**config.mk**
```make
export PLATFORM = sky130hd
export DESIGN_NAME = carrier_frequency_scheduler
export DESIGN_NICKNAME = d
export VERILOG_FILES = /design/src/rtl/core/cfs_pkg.sv /design/src/rtl/core/cfs_freq.sv /design/src/rtl/core/cfs_div.sv /design/src/rtl/core/carrier_frequency_scheduler.sv
export SDC_FILE = /design/constraint.sdc
export NUM_CORES = 1
export LEC_CHECK = 0
export ABC_AREA = 1
export BUFFER_PORTS_ARGS = -buffer_cell sky130_fd_sc_hd__buf_4
export CAP_MARGIN = 20
export CORE_ASPECT_RATIO = 0.5
export CORE_MARGIN = 3
export CORE_UTILIZATION = 30
export CTS_CLUSTER_DIAMETER = 40
export DETAILED_ROUTE_END_ITERATION = 7
export PLACE_DENSITY = 0.44
export SLEW_MARGIN = 20
export SYNTH_ARGS = -nofsm -noshare
export SYNTH_HDL_FRONTEND = slang
export SYNTH_SLANG_ARGS = --single-unit
```
**constraint.sdc**
```tcl
create_clock -name clk -period 15.1 [get_ports clk]
set_clock_uncertainty 0.05 [all_clocks]
set_input_delay 3.02 -clock clk [delete_from_list [all_inputs] [get_ports clk]]
set_output_delay 3.02 -clock clk [all_outputs]
set_load 0.05 [all_outputs]
```
**src/rtl/core/cfs_pkg.sv**
```systemverilog
`timescale 1ns / 1ps
// ----------------------------------------------------------------------------
// cfs_pkg
// types, constants and register codes of the carrier frequency scheduler
// ----------------------------------------------------------------------------
package cfs_pkg;

	localparam int SPEED_W   = 16;
	localparam int FC_W      = 14;
	localparam int HOST_W    = 16;
	localparam int STEP_W    = 10;
	localparam int NUM_W     = 27;
	localparam int HP_W      = 16;
	localparam int NS_W      = 20;
	localparam int DC_W      = 17;
	localparam int TGT_W     = 16;
	localparam int PROD_W    = FC_W + HP_W;
	localparam int CFG_IDX_W = 3;

	// register indexes
	localparam logic [CFG_IDX_W-1:0] REG_HOST_FC   = 3'd0;
	localparam logic [CFG_IDX_W-1:0] REG_MIN_FC    = 3'd1;
	localparam logic [CFG_IDX_W-1:0] REG_MAX_FC    = 3'd2;
	localparam logic [CFG_IDX_W-1:0] REG_UP_STEP   = 3'd3;
	localparam logic [CFG_IDX_W-1:0] REG_DOWN_STEP = 3'd4;
	localparam logic [CFG_IDX_W-1:0] REG_PERIOD_NUM = 3'd5;

	// register reset values
	localparam logic [HOST_W-1:0] RST_HOST_FC   = 16'd0;
	localparam logic [FC_W-1:0]   RST_MIN_FC    = 14'd1500;
	localparam logic [FC_W-1:0]   RST_MAX_FC    = 14'd10000;
	localparam logic [STEP_W-1:0] RST_UP_STEP   = 10'd100;
	localparam logic [STEP_W-1:0] RST_DOWN_STEP = 10'd1;
	localparam logic [NUM_W-1:0]  RST_PERIOD_NUM = 27'd90000000;

	// carrier bands and bounds in Hz
	localparam logic [TGT_W-1:0] FC_LOW_BAND  = 16'd2000;
	localparam logic [TGT_W-1:0] FC_MID1_BAND = 16'd5000;
	localparam logic [TGT_W-1:0] FC_MID2_BAND = 16'd7000;
	localparam logic [TGT_W-1:0] FC_MID3_BAND = 16'd8500;
	localparam logic [TGT_W-1:0] FC_TOP_BAND  = 16'd10000;
	localparam logic [TGT_W-1:0] FC_FLOOR     = 16'd1500;
	localparam logic [TGT_W-1:0] FC_CEIL      = 16'd12000;

	// speed band edges, Q.4 Hz
	localparam int HYST_Q4  = 10 * 16;
	localparam int EDGE1_Q4 = 70 * 16;
	localparam int EDGE2_Q4 = 120 * 16;
	localparam int EDGE3_Q4 = 250 * 16;
	localparam int EDGE4_Q4 = 400 * 16;

	// shared divider, two quotient bits per cycle
	localparam int DIV_W     = 36;
	localparam int DIVR_W    = 15;
	localparam int DIV_STEPS = DIV_W / 2;
	localparam int DIV_CNT_W = $clog2(DIV_STEPS);

	// 2 * 1e9 for the rounded nanosecond period
	localparam logic [DIV_W-1:0]  NS_NUMER   = 36'd2000000000;
	// fc*hp*768/1e6 rounded reduces to (24*p + 15625) / 31250
	localparam logic [DIV_W-1:0]  DC_BIAS    = 36'd15625;
	localparam logic [DIVR_W-1:0] DC_DIVISOR = 15'd31250;

	typedef struct packed {
		logic signed [SPEED_W-1:0] speed;
		logic                      torque_mode;
		logic                      calibrated;
	} in_t;

	typedef struct packed {
		logic [FC_W-1:0] applied_fc;
		logic [HP_W-1:0] half_period;
		logic [NS_W-1:0] sample_period_ns;
		logic [DC_W-1:0] dead_comp;
	} out_t;

	typedef struct packed {
		logic [HOST_W-1:0] host_fc;
		logic [FC_W-1:0]   min_fc;
		logic [FC_W-1:0]   max_fc;
		logic [STEP_W-1:0] up_step;
		logic [STEP_W-1:0] down_step;
		logic [NUM_W-1:0]  period_numerator;
	} cfg_t;

	typedef struct packed {
		logic tgt_en;
		logic app_en;
	} freq_ctl_t;

endpackage

```
**src/rtl/core/cfs_freq.sv**
```systemverilog
`timescale 1ns / 1ps
// ----------------------------------------------------------------------------
// cfs_freq
// target band selection with hysteresis, clamp, slew and final bound
// ----------------------------------------------------------------------------
module cfs_freq (
	input  logic                          clk,
	input  logic                          arst_n,
	input  cfs_pkg::freq_ctl_t            ctl,
	input  cfs_pkg::in_t                  req,
	input  cfs_pkg::cfg_t                 cfg,
	output logic [cfs_pkg::FC_W-1:0]      applied
);

	logic [cfs_pkg::SPEED_W-1:0] spd_abs;
	logic [cfs_pkg::TGT_W-1:0]   tgt_raw;
	logic [cfs_pkg::TGT_W-1:0]   tgt_clamp;
	logic [cfs_pkg::TGT_W-1:0]   target_q;
	logic [cfs_pkg::FC_W-1:0]    applied_q;
	logic [cfs_pkg::TGT_W-1:0]   app16;
	logic [cfs_pkg::TGT_W:0]     sum_up;
	logic [cfs_pkg::TGT_W:0]     lim_dn;
	logic [cfs_pkg::TGT_W-1:0]   app_slew;
	logic [cfs_pkg::TGT_W-1:0]   app_mode;
	logic [cfs_pkg::TGT_W-1:0]   app_bound;

	// magnitude of the speed, the most negative code maps to its unsigned value
	assign spd_abs = req.speed[cfs_pkg::SPEED_W-1] ?
		(~req.speed + cfs_pkg::SPEED_W'(1)) : req.speed;

	always_comb begin
		tgt_raw = target_q;
		if (!req.torque_mode) begin
			tgt_raw = cfs_pkg::FC_TOP_BAND;
		end else if (!req.calibrated) begin
			tgt_raw = cfg.host_fc;
		end else if (spd_abs < cfs_pkg::SPEED_W'(cfs_pkg::EDGE1_Q4 - cfs_pkg::HYST_Q4)) begin
			tgt_raw = cfs_pkg::FC_LOW_BAND;
		end else if (spd_abs < cfs_pkg::SPEED_W'(cfs_pkg::EDGE1_Q4)) begin
			tgt_raw = target_q;
		end else if (spd_abs < cfs_pkg::SPEED_W'(cfs_pkg::EDGE2_Q4 - cfs_pkg::HYST_Q4)) begin
			tgt_raw = cfs_pkg::FC_MID1_BAND;
		end else if (spd_abs < cfs_pkg::SPEED_W'(cfs_pkg::EDGE2_Q4)) begin
			tgt_raw = target_q;
		end else if (spd_abs < cfs_pkg::SPEED_W'(cfs_pkg::EDGE3_Q4 - cfs_pkg::HYST_Q4)) begin
			tgt_raw = cfs_pkg::FC_MID2_BAND;
		end else if (spd_abs < cfs_pkg::SPEED_W'(cfs_pkg::EDGE3_Q4)) begin
			tgt_raw = target_q;
		end else if (spd_abs < cfs_pkg::SPEED_W'(cfs_pkg::EDGE4_Q4 - cfs_pkg::HYST_Q4)) begin
			tgt_raw = cfs_pkg::FC_MID3_BAND;
		end else if (spd_abs < cfs_pkg::SPEED_W'(cfs_pkg::EDGE4_Q4)) begin
			tgt_raw = target_q;
		end else begin
			tgt_raw = cfs_pkg::FC_TOP_BAND;
		end

		// max is checked first: when the limits cross, targets above max get max, all others get min
		if (tgt_raw > cfs_pkg::TGT_W'(cfg.max_fc)) begin
			tgt_clamp = cfs_pkg::TGT_W'(cfg.max_fc);
		end else if (tgt_raw < cfs_pkg::TGT_W'(cfg.min_fc)) begin
			tgt_clamp = cfs_pkg::TGT_W'(cfg.min_fc);
		end else begin
			tgt_clamp = tgt_raw;
		end
	end

	assign app16  = cfs_pkg::TGT_W'(applied_q);
	assign sum_up = {1'b0, app16} + (cfs_pkg::TGT_W + 1)'(cfg.up_step);
	assign lim_dn = {1'b0, target_q} + (cfs_pkg::TGT_W + 1)'(cfg.down_step);

	always_comb begin
		if (app16 == target_q) begin
			app_slew = app16;
		end else if (sum_up <= {1'b0, target_q}) begin
			app_slew = sum_up[cfs_pkg::TGT_W-1:0];
		end else if (app16 < target_q) begin
			app_slew = target_q;
		end else if ({1'b0, app16} >= lim_dn) begin
			app_slew = app16 - cfs_pkg::TGT_W'(cfg.down_step);
		end else begin
			app_slew = target_q;
		end

		app_mode = req.torque_mode ? app_slew : cfs_pkg::FC_TOP_BAND;

		if (app_mode > cfs_pkg::FC_CEIL) begin
			app_bound = cfs_pkg::FC_CEIL;
		end else if (app_mode < cfs_pkg::FC_FLOOR) begin
			app_bound = cfs_pkg::FC_FLOOR;
		end else begin
			app_bound = app_mode;
		end
	end

	always_ff @(posedge clk or negedge arst_n) begin
		if (!arst_n) begin
			target_q  <= '0;
			applied_q <= '0;
		end else begin
			if (ctl.tgt_en) begin
				target_q <= tgt_clamp;
			end
			if (ctl.app_en) begin
				applied_q <= app_bound[cfs_pkg::FC_W-1:0];
			end
		end
	end

	assign applied = applied_q;

endmodule

```
**src/rtl/core/cfs_div.sv**
```systemverilog
`timescale 1ns / 1ps
// ----------------------------------------------------------------------------
// cfs_div
// shared restoring divider, two quotient bits per cycle
// ----------------------------------------------------------------------------
module cfs_div (
	input  logic                          clk,
	input  logic                          arst_n,
	input  logic                          start,
	input  logic [cfs_pkg::DIV_W-1:0]     dividend,
	input  logic [cfs_pkg::DIVR_W-1:0]    divisor,
	output logic                          done,
	output logic [cfs_pkg::DIV_W-1:0]     quotient
);

	logic [cfs_pkg::DIVR_W-1:0]    dvs_q;
	logic [cfs_pkg::DIVR_W-1:0]    rem_q;
	logic [cfs_pkg::DIV_W-1:0]     quo_q;
	logic [cfs_pkg::DIV_CNT_W-1:0] cnt_q;
	logic                          busy_q;
	logic                          done_q;

	logic [cfs_pkg::DIVR_W:0]      r1;
	logic [cfs_pkg::DIVR_W:0]      r2;
	logic                          ge1;
	logic                          ge2;
	logic [cfs_pkg::DIVR_W:0]      rem1;
	logic [cfs_pkg::DIVR_W:0]      rem2;

	// dividend bits shift out of the top of quo_q while quotient bits enter below
	always_comb begin
		r1   = {rem_q, quo_q[cfs_pkg::DIV_W-1]};
		ge1  = r1 >= {1'b0, dvs_q};
		rem1 = ge1 ? (r1 - {1'b0, dvs_q}) : r1;
		r2   = {rem1[cfs_pkg::DIVR_W-1:0], quo_q[cfs_pkg::DIV_W-2]};
		ge2  = r2 >= {1'b0, dvs_q};
		rem2 = ge2 ? (r2 - {1'b0, dvs_q}) : r2;
	end

	always_ff @(posedge clk or negedge arst_n) begin
		if (!arst_n) begin
			busy_q <= 1'b0;
			done_q <= 1'b0;
			cnt_q  <= '0;
		end else begin
			done_q <= 1'b0;
			if (start) begin
				busy_q <= 1'b1;
				cnt_q  <= '0;
			end else if (busy_q) begin
				if (cnt_q == cfs_pkg::DIV_CNT_W'(cfs_pkg::DIV_STEPS - 1)) begin
					busy_q <= 1'b0;
					done_q <= 1'b1;
				end
				cnt_q <= cnt_q + cfs_pkg::DIV_CNT_W'(1);
			end
		end
	end

	always_ff @(posedge clk) begin
		if (start) begin
			dvs_q <= divisor;
			rem_q <= '0;
			quo_q <= dividend;
		end else if (busy_q) begin
			rem_q <= rem2[cfs_pkg::DIVR_W-1:0];
			quo_q <= {quo_q[cfs_pkg::DIV_W-3:0], ge1, ge2};
		end
	end

	assign done     = done_q;
	assign quotient = quo_q;

endmodule

```
**src/rtl/core/carrier_frequency_scheduler.sv**
```systemverilog
`timescale 1ns / 1ps
// ----------------------------------------------------------------------------
// carrier_frequency_scheduler
// per-tick PWM carrier frequency selection with slew and timing terms
// ----------------------------------------------------------------------------
// Usage:
//   in_valid/in_stall carry one request per control tick: speed (Q.4 Hz),
//   torque_mode and calibrated. A request is taken when in_valid is high and
//   in_stall is low. The block holds in_stall high while it works on one.
//   out_valid/out_stall deliver one result per request: applied_fc,
//   half_period, sample_period_ns and dead_comp. A result is taken when
//   out_valid is high and out_stall is low; while stalled it holds.
//   cfg_valid/cfg_ready write register cfg_index with cfg_data; write only
//   while no request is in flight. cfg_ready is always high.
// Sequence:
//   a request passes target selection and slew, then three divisions in
//   the shared divider, with a multiply before the last; the divider runs
//   at two quotient bits per cycle. A new request waits until the result
//   is in the output register. A finished result sits in the output
//   register, so the next request is accepted while it waits; the block
//   then holds its next result until the output register frees.
// Reset:
//   arst_n clears the held target and applied frequency to zero, loads the
//   register defaults and empties the output register.
// ----------------------------------------------------------------------------
module carrier_frequency_scheduler (
	input  logic                             clk,
	input  logic                             arst_n,
	input  logic                             in_valid,
	output logic                             in_stall,
	input  cfs_pkg::in_t                     in_data,
	output logic                             out_valid,
	input  logic                             out_stall,
	output cfs_pkg::out_t                    out_data,
	input  logic                             cfg_valid,
	output logic                             cfg_ready,
	input  logic [cfs_pkg::CFG_IDX_W-1:0]    cfg_index,
	input  logic [cfs_pkg::NUM_W-1:0]        cfg_data
);

	localparam logic [3:0] ST_IDLE   = 4'd0;
	localparam logic [3:0] ST_TGT    = 4'd1;
	localparam logic [3:0] ST_SLEW   = 4'd2;
	localparam logic [3:0] ST_HP_GO  = 4'd3;
	localparam logic [3:0] ST_HP_RUN = 4'd4;
	localparam logic [3:0] ST_NS_GO  = 4'd5;
	localparam logic [3:0] ST_NS_RUN = 4'd6;
	localparam logic [3:0] ST_MUL    = 4'd7;
	localparam logic [3:0] ST_DC_GO  = 4'd8;
	localparam logic [3:0] ST_DC_RUN = 4'd9;
	localparam logic [3:0] ST_OUT    = 4'd10;

	logic [3:0]                     state_q;
	cfs_pkg::cfg_t                  cfg_q;
	cfs_pkg::in_t                   req_q;
	cfs_pkg::freq_ctl_t             fctl;
	logic [cfs_pkg::FC_W-1:0]       applied;
	logic [cfs_pkg::HP_W-1:0]       hp_q;
	logic [cfs_pkg::NS_W-1:0]       ns_q;
	logic [cfs_pkg::PROD_W-1:0]     prod_q;
	cfs_pkg::out_t                  out_q;
	logic                           out_valid_q;

	logic                           div_start;
	logic [cfs_pkg::DIV_W-1:0]      div_dividend;
	logic [cfs_pkg::DIVR_W-1:0]     div_divisor;
	logic                           div_done;
	logic [cfs_pkg::DIV_W-1:0]      div_quo;
	logic [cfs_pkg::DC_W-1:0]       dc_sat;
	logic                           out_load;

	assign in_stall  = (state_q != ST_IDLE);
	assign cfg_ready = 1'b1;
	assign out_valid = out_valid_q;
	assign out_data  = out_q;

	// register file
	always_ff @(posedge clk or negedge arst_n) begin
		if (!arst_n) begin
			cfg_q.host_fc          <= cfs_pkg::RST_HOST_FC;
			cfg_q.min_fc           <= cfs_pkg::RST_MIN_FC;
			cfg_q.max_fc           <= cfs_pkg::RST_MAX_FC;
			cfg_q.up_step          <= cfs_pkg::RST_UP_STEP;
			cfg_q.down_step        <= cfs_pkg::RST_DOWN_STEP;
			cfg_q.period_numerator <= cfs_pkg::RST_PERIOD_NUM;
		end else if (cfg_valid && cfg_ready) begin
			unique case (cfg_index)
				cfs_pkg::REG_HOST_FC: begin
					cfg_q.host_fc <= cfg_data[cfs_pkg::HOST_W-1:0];
				end
				cfs_pkg::REG_MIN_FC: begin
					cfg_q.min_fc <= cfg_data[cfs_pkg::FC_W-1:0];
				end
				cfs_pkg::REG_MAX_FC: begin
					cfg_q.max_fc <= cfg_data[cfs_pkg::FC_W-1:0];
				end
				cfs_pkg::REG_UP_STEP: begin
					cfg_q.up_step <= cfg_data[cfs_pkg::STEP_W-1:0];
				end
				cfs_pkg::REG_DOWN_STEP: begin
					cfg_q.down_step <= cfg_data[cfs_pkg::STEP_W-1:0];
				end
				cfs_pkg::REG_PERIOD_NUM: begin
					cfg_q.period_numerator <= cfg_data;
				end
				default: begin
				end
			endcase
		end
	end

	assign fctl.tgt_en = (state_q == ST_TGT);
	assign fctl.app_en = (state_q == ST_SLEW);

	cfs_freq u_freq (
		.clk     (clk),
		.arst_n  (arst_n),
		.ctl     (fctl),
		.req     (req_q),
		.cfg     (cfg_q),
		.applied (applied)
	);

	// all divisions are round half up: (2n + d) / (2d)
	always_comb begin
		div_start    = 1'b0;
		div_dividend = '0;
		div_divisor  = {applied, 1'b0};
		unique case (state_q)
			ST_HP_GO: begin
				div_start    = 1'b1;
				div_dividend = cfs_pkg::DIV_W'({cfg_q.period_numerator, 1'b0})
					+ cfs_pkg::DIV_W'(applied);
			end
			ST_NS_GO: begin
				div_start    = 1'b1;
				div_dividend = cfs_pkg::NS_NUMER + cfs_pkg::DIV_W'(applied);
			end
			ST_DC_GO: begin
				div_start    = 1'b1;
				div_dividend = cfs_pkg::DIV_W'({prod_q, 4'b0})
					+ cfs_pkg::DIV_W'({prod_q, 3'b0}) + cfs_pkg::DC_BIAS;
				div_divisor  = cfs_pkg::DC_DIVISOR;
			end
			default: begin
			end
		endcase
	end

	cfs_div u_div (
		.clk      (clk),
		.arst_n   (arst_n),
		.start    (div_start),
		.dividend (div_dividend),
		.divisor  (div_divisor),
		.done     (div_done),
		.quotient (div_quo)
	);

	// the divider keeps the dead-time quotient until its next start
	assign dc_sat = (|div_quo[cfs_pkg::DIV_W-1:cfs_pkg::DC_W]) ? '1
		: div_quo[cfs_pkg::DC_W-1:0];

	assign out_load = (state_q == ST_OUT) && div_done == 1'b0
		&& (!out_valid_q || !out_stall);

	// sequencer
	always_ff @(posedge clk or negedge arst_n) begin
		if (!arst_n) begin
			state_q     <= ST_IDLE;
			out_valid_q <= 1'b0;
		end else begin
			if (out_load) begin
				out_valid_q <= 1'b1;
			end else if (!out_stall) begin
				out_valid_q <= 1'b0;
			end
			unique case (state_q)
				ST_IDLE: begin
					if (in_valid) begin
						state_q <= ST_TGT;
					end
				end
				ST_TGT:    state_q <= ST_SLEW;
				ST_SLEW:   state_q <= ST_HP_GO;
				ST_HP_GO:  state_q <= ST_HP_RUN;
				ST_HP_RUN: begin
					if (div_done) begin
						state_q <= ST_NS_GO;
					end
				end
				ST_NS_GO:  state_q <= ST_NS_RUN;
				ST_NS_RUN: begin
					if (div_done) begin
						state_q <= ST_MUL;
					end
				end
				ST_MUL:    state_q <= ST_DC_GO;
				ST_DC_GO:  state_q <= ST_DC_RUN;
				ST_DC_RUN: begin
					if (div_done) begin
						state_q <= ST_OUT;
					end
				end
				ST_OUT: begin
					if (out_load) begin
						state_q <= ST_IDLE;
					end
				end
				default: state_q <= ST_IDLE;
			endcase
		end
	end

	// datapath registers
	always_ff @(posedge clk) begin
		if (state_q == ST_IDLE && in_valid) begin
			req_q <= in_data;
		end
		if (state_q == ST_HP_RUN && div_done) begin
			hp_q <= (|div_quo[cfs_pkg::DIV_W-1:cfs_pkg::HP_W]) ? '1
				: div_quo[cfs_pkg::HP_W-1:0];
		end
		if (state_q == ST_NS_RUN && div_done) begin
			ns_q <= (|div_quo[cfs_pkg::DIV_W-1:cfs_pkg::NS_W]) ? '1
				: div_quo[cfs_pkg::NS_W-1:0];
		end
		if (state_q == ST_MUL) begin
			prod_q <= cfs_pkg::PROD_W'(applied) * cfs_pkg::PROD_W'(hp_q);
		end
		if (out_load) begin
			out_q.applied_fc       <= applied;
			out_q.half_period      <= hp_q;
			out_q.sample_period_ns <= ns_q;
			out_q.dead_comp        <= dc_sat;
		end
	end

endmodule

```
==> flow_summary.yaml <==
synthesis:
  netlist_area_um2: 29700
  synth.distinct_cells: 69
  synthFlopType: "edfxtp_1"
  synth-edff-count: 201
  syn_avg_cell_area_um2: 8.22
  synth_adder_area_share_pct: 24.1
  synth-seq-area-share_pct: 32.6
  synth_xor_xnor_area_share_pct: 2.71
  synth-seq-cells: 349
  syn_nets: 4140
  synthCells: 3617
  synth-simple-area-share_pct: 19.3
  postSynth.asyncResetShare_pct: 38.1
  yosysWarnings: 0
  synth_top_family_by_area: "adder cells"
  synth_compound_area_share_pct: 11.5
  synth.area.mux_share_pct: 0.109
setup_path:
  crit_arrival_ns: 7.21
  endpoint_kind: "flop"
  cp_max_fo: 20
  cp-start-kind: "flop"
  criticalPathCategory: "flop to flop"
  worstPathRequired_ns: 15.45
  r2r_setup_slack_ns: 8.24
  reg2regPathDepth: 27
floorplanning:
  pin_count: 123
  fp.dieW_um: 451
  start_util_pct: 30.7
  die-area_um2: 103000
  fp.dieH_um: 229
  num_rows: 80
  core_um2: 96800
flow_run:
  maxCapViolCount: 0
status:
  status: "completed"
timing:
  period_minus_slack_ns: 6.86
  tightest_slew_ns: 1.08
  setup_viol: 0
  final_hold_viol_count: 0
  fmax_ghz: 0.146
  slew_headroom_pct: 27.9
  final.setup.tns_ns: 0
  timing.final.crit_share_pct: 45.4
  grt_setup_unrepaired: "no"
  drv_slew: 0
global_routing:
  grt_pass1_wl_um: 147000
  overflow: 0
  grt_use_total_pct: 18.6
  grt_pass1_vias: 24000
  grt_max_degree: 72
  grt_antenna_before_repair: 9
clock_network:
  cts_resized: 0
  cts_inserted_buffers: 54
  cts_hold_buf: 0
  clk_path_buf_depth: 3
  clock_latency_ns: 0.65
  cts_tree: "done"
  post-cts-setup-buffer-count: 0
  htreeDepth: 2
  path_clk_slew_ns: 0.06
  cts_root_buf: "clkbuf_16"
  cts_sinks: 349
min_path:
  hold_path.class: "flop to flop"
  hold_path_depth: 0
drt:
  drt_iter0_markers: 1684
  final_antenna_net_count: 0
  routedWlPerCell_um: 19.0
  remaining_drc_errors: 0
  dr_total_vias: 24400
  firstDrtPassIters: 5
  wl_um: 96600
  viasPerCell: 4.81
placement:
  port_buffers: 121
  dp_cells: 4982
  gp_congestion: 0.898
  dp.final_hpwl_um: 74300
layout:
  areaGrowthSynthToFinish_pct: 14.6
  finalNetCount: 4250
  final_cells: 5086
  drive_gt1_share_pct: 10.4
[worst paths after layout]
kind / from / endpoint
max in group asynchronous: arst_n / cfg_q[13]
min: ns_q[16] / out_data[33]
min reg2reg: ns_q[16] / out_data[33]
min in group asynchronous: arst_n / u_freq.target_q[3]
max: u_freq.applied[4] / prod_q[26]
max reg2reg: u_freq.applied[4] / prod_q[26]
[per-layer routing]
layer	track usage, %	wire, um	part of all wire (%)
met3	3.09	5370	5.6
met5	0	20	0.021
met4	3.16	1490	1.5
met1	28.0	48600	50
met2	28.0	41100	43
[cells in the mapped netlist (5+ instances only)]
| cell type | instances | area share [%] |
|---|---|---|
| nor2_1 | 211 | 2.7 |
| clkbuf_1 | 79 | 1.0 |
| o211ai_1 | 10 | 0.25 |
| buf_1 | 7 | 0.088 |
| ha_1 | 298 | 13 |
| o21a_1 | 5 | 0.13 |
| o2111ai_1 | 13 | 0.38 |
| nand2_1 | 843 | 11 |
| nor4_1 | 11 | 0.23 |
| a31oi_1 | 8 | 0.17 |
| a21oi_1 | 274 | 4.6 |
| xnor2_1 | 22 | 0.65 |
| dfrtp_1 | 106 | 8.9 |
| nor3_1 | 36 | 0.61 |
| dfstp_2 | 27 | 2.4 |
| nand4_1 | 22 | 0.46 |
| inv_1 | 623 | 7.9 |
| a21o_1 | 5 | 0.13 |
| clkinv_1 | 7 | 0.088 |
| o22ai_1 | 11 | 0.23 |
| fa_1 | 172 | 12 |
| or2_2 | 12 | 0.25 |
| edfxtp_1 | 201 | 20 |
| a21oi_2 | 13 | 0.38 |
| o221ai_1 | 7 | 0.21 |
| nand3_1 | 130 | 2.2 |
| xor2_1 | 70 | 2.1 |
| nand2_4 | 14 | 0.53 |
| dfxtp_1 | 15 | 1.0 |
| o21bai_1 | 10 | 0.25 |
| a211oi_1 | 5 | 0.13 |
| buf_6 | 5 | 0.19 |
| a32oi_1 | 5 | 0.15 |
| nor2_2 | 6 | 0.13 |
| o21ai_0 | 219 | 3.7 |
| inv_2 | 5 | 0.063 |
| nand3_2 | 13 | 0.44 |
| buf_2 | 9 | 0.15 |
| o21ai_1 | 11 | 0.19 |
| nand2_2 | 25 | 0.53 |
[metrics by stage]
stage / area (um^2) / utilization, % / setup slack, ns / hold slack (ns)
CTS: 34100 / 35.2 / 8.27 / 0.370
global placement: 32100 / 33.2 / 8.30 / 0.353
detailed placement: 32100 / 33.2 / 8.27 / 0.355
global route: 34100 / 35.2 / 7.83 / 0.375
finish: 34100 / 35.2 / 8.24 / 0.369
floorplan: 29700 / - / 8.61 / 0.350
[state kept, by name (all words and copies together), names as in the netlist]
| name | flops |
|---|---|
| cfg_q | 91 |
| hp_q | 16 |
| ns_q | 20 |
| out_data | 67 |
| out_valid | 1 |
| prod_q | 30 |
| req_q | 18 |
| state_q | 4 |
| u_div.busy_q | 1 |
| u_div.cnt_q | 5 |
| u_div.done | 1 |
| u_div.dvs_q | 14 |
| u_div.quotient | 36 |
| u_div.rem_q | 15 |
| u_freq.applied | 14 |
| u_freq.target_q | 16 |
[cells in the final DEF, fill, tap and decap left out, types with 7 or more instances in the layout]
master / n
o22ai_1: 11
dfrtp_1: 106
a31oi_1: 8
clkbuf_16: 57
nor2_1: 208
clkinv_1: 8
nor4_1: 11
o221ai_1: 7
o21ai_1: 11
xnor2_1: 22
nand2_4: 14
fa_1: 172
nor3_1: 33
nand3_2: 14
o21ai_0: 219
edfxtp_1: 201
nand4_1: 22
xor2_1: 70
inv_1: 623
ha_1: 298
dfxtp_1: 15
a21oi_2: 13
o21bai_1: 10
nor2_2: 8
dfstp_2: 27
nand2_2: 27
o2111ai_1: 13
nand2_1: 841
or2_2: 12
nand3_1: 129
a21oi_1: 274
o211ai_1: 10
inv_6: 9
buf_4: 156
[cell type report]
| type | instances | area, um^2 |
|---|---|---|
| diodes | 1 | 2.50 |
| clock buffers | 65 | 1500 |
| clock inverters | 37 | 448 |
| fillers | 10100 | 62700 |
| inverters | 635 | 2380 |
| multi-input cells | 2528 | 17200 |
| flip-flops and latches | 349 | 9700 |
| well taps | 1312 | 1640 |
| repair buffers | 159 | 1200 |
[worst max-delay path, stage by stage, from the launching register on]
cell and delay [ns]:
dfrtp_1 0.51, buf_4 0.34, nand2_1 0.12, fa_1 0.56
inv_1 0.06, fa_1 0.52, inv_1 0.05, fa_1 0.50
inv_1 0.04, ha_1 0.26, inv_1 0.05, fa_1 0.52
inv_1 0.05, fa_1 0.47, ha_1 0.33, inv_1 0.07
o21bai_1 0.16, a21oi_1 0.11, o21ai_1 0.26, a21oi_1 0.10
o21ai_0 0.28, a21boi_1 0.17, o21bai_1 0.23, a21boi_1 0.13
o21ai_0 0.34, nand3_1 0.16, nand3_1 0.10, nand2_1 0.06
[cell families (layout without fill, tap and decap cells)]
family | Yosys count | in the layout
and+or+nand+nor | 1345 | 1345
adders and majority gates | 470 | 470
AOI/OAI and AO/OA | 617 | 617
xor gates and xnor gates | 92 | 92
other | 1 | 2
DFF | 349 | 349
muxes | 3 | 3
buffers and inverters | 740 | 896
Power is not shown: default switching activity piles up to over one toggle a cycle in this logic, so the estimate is an artifact.
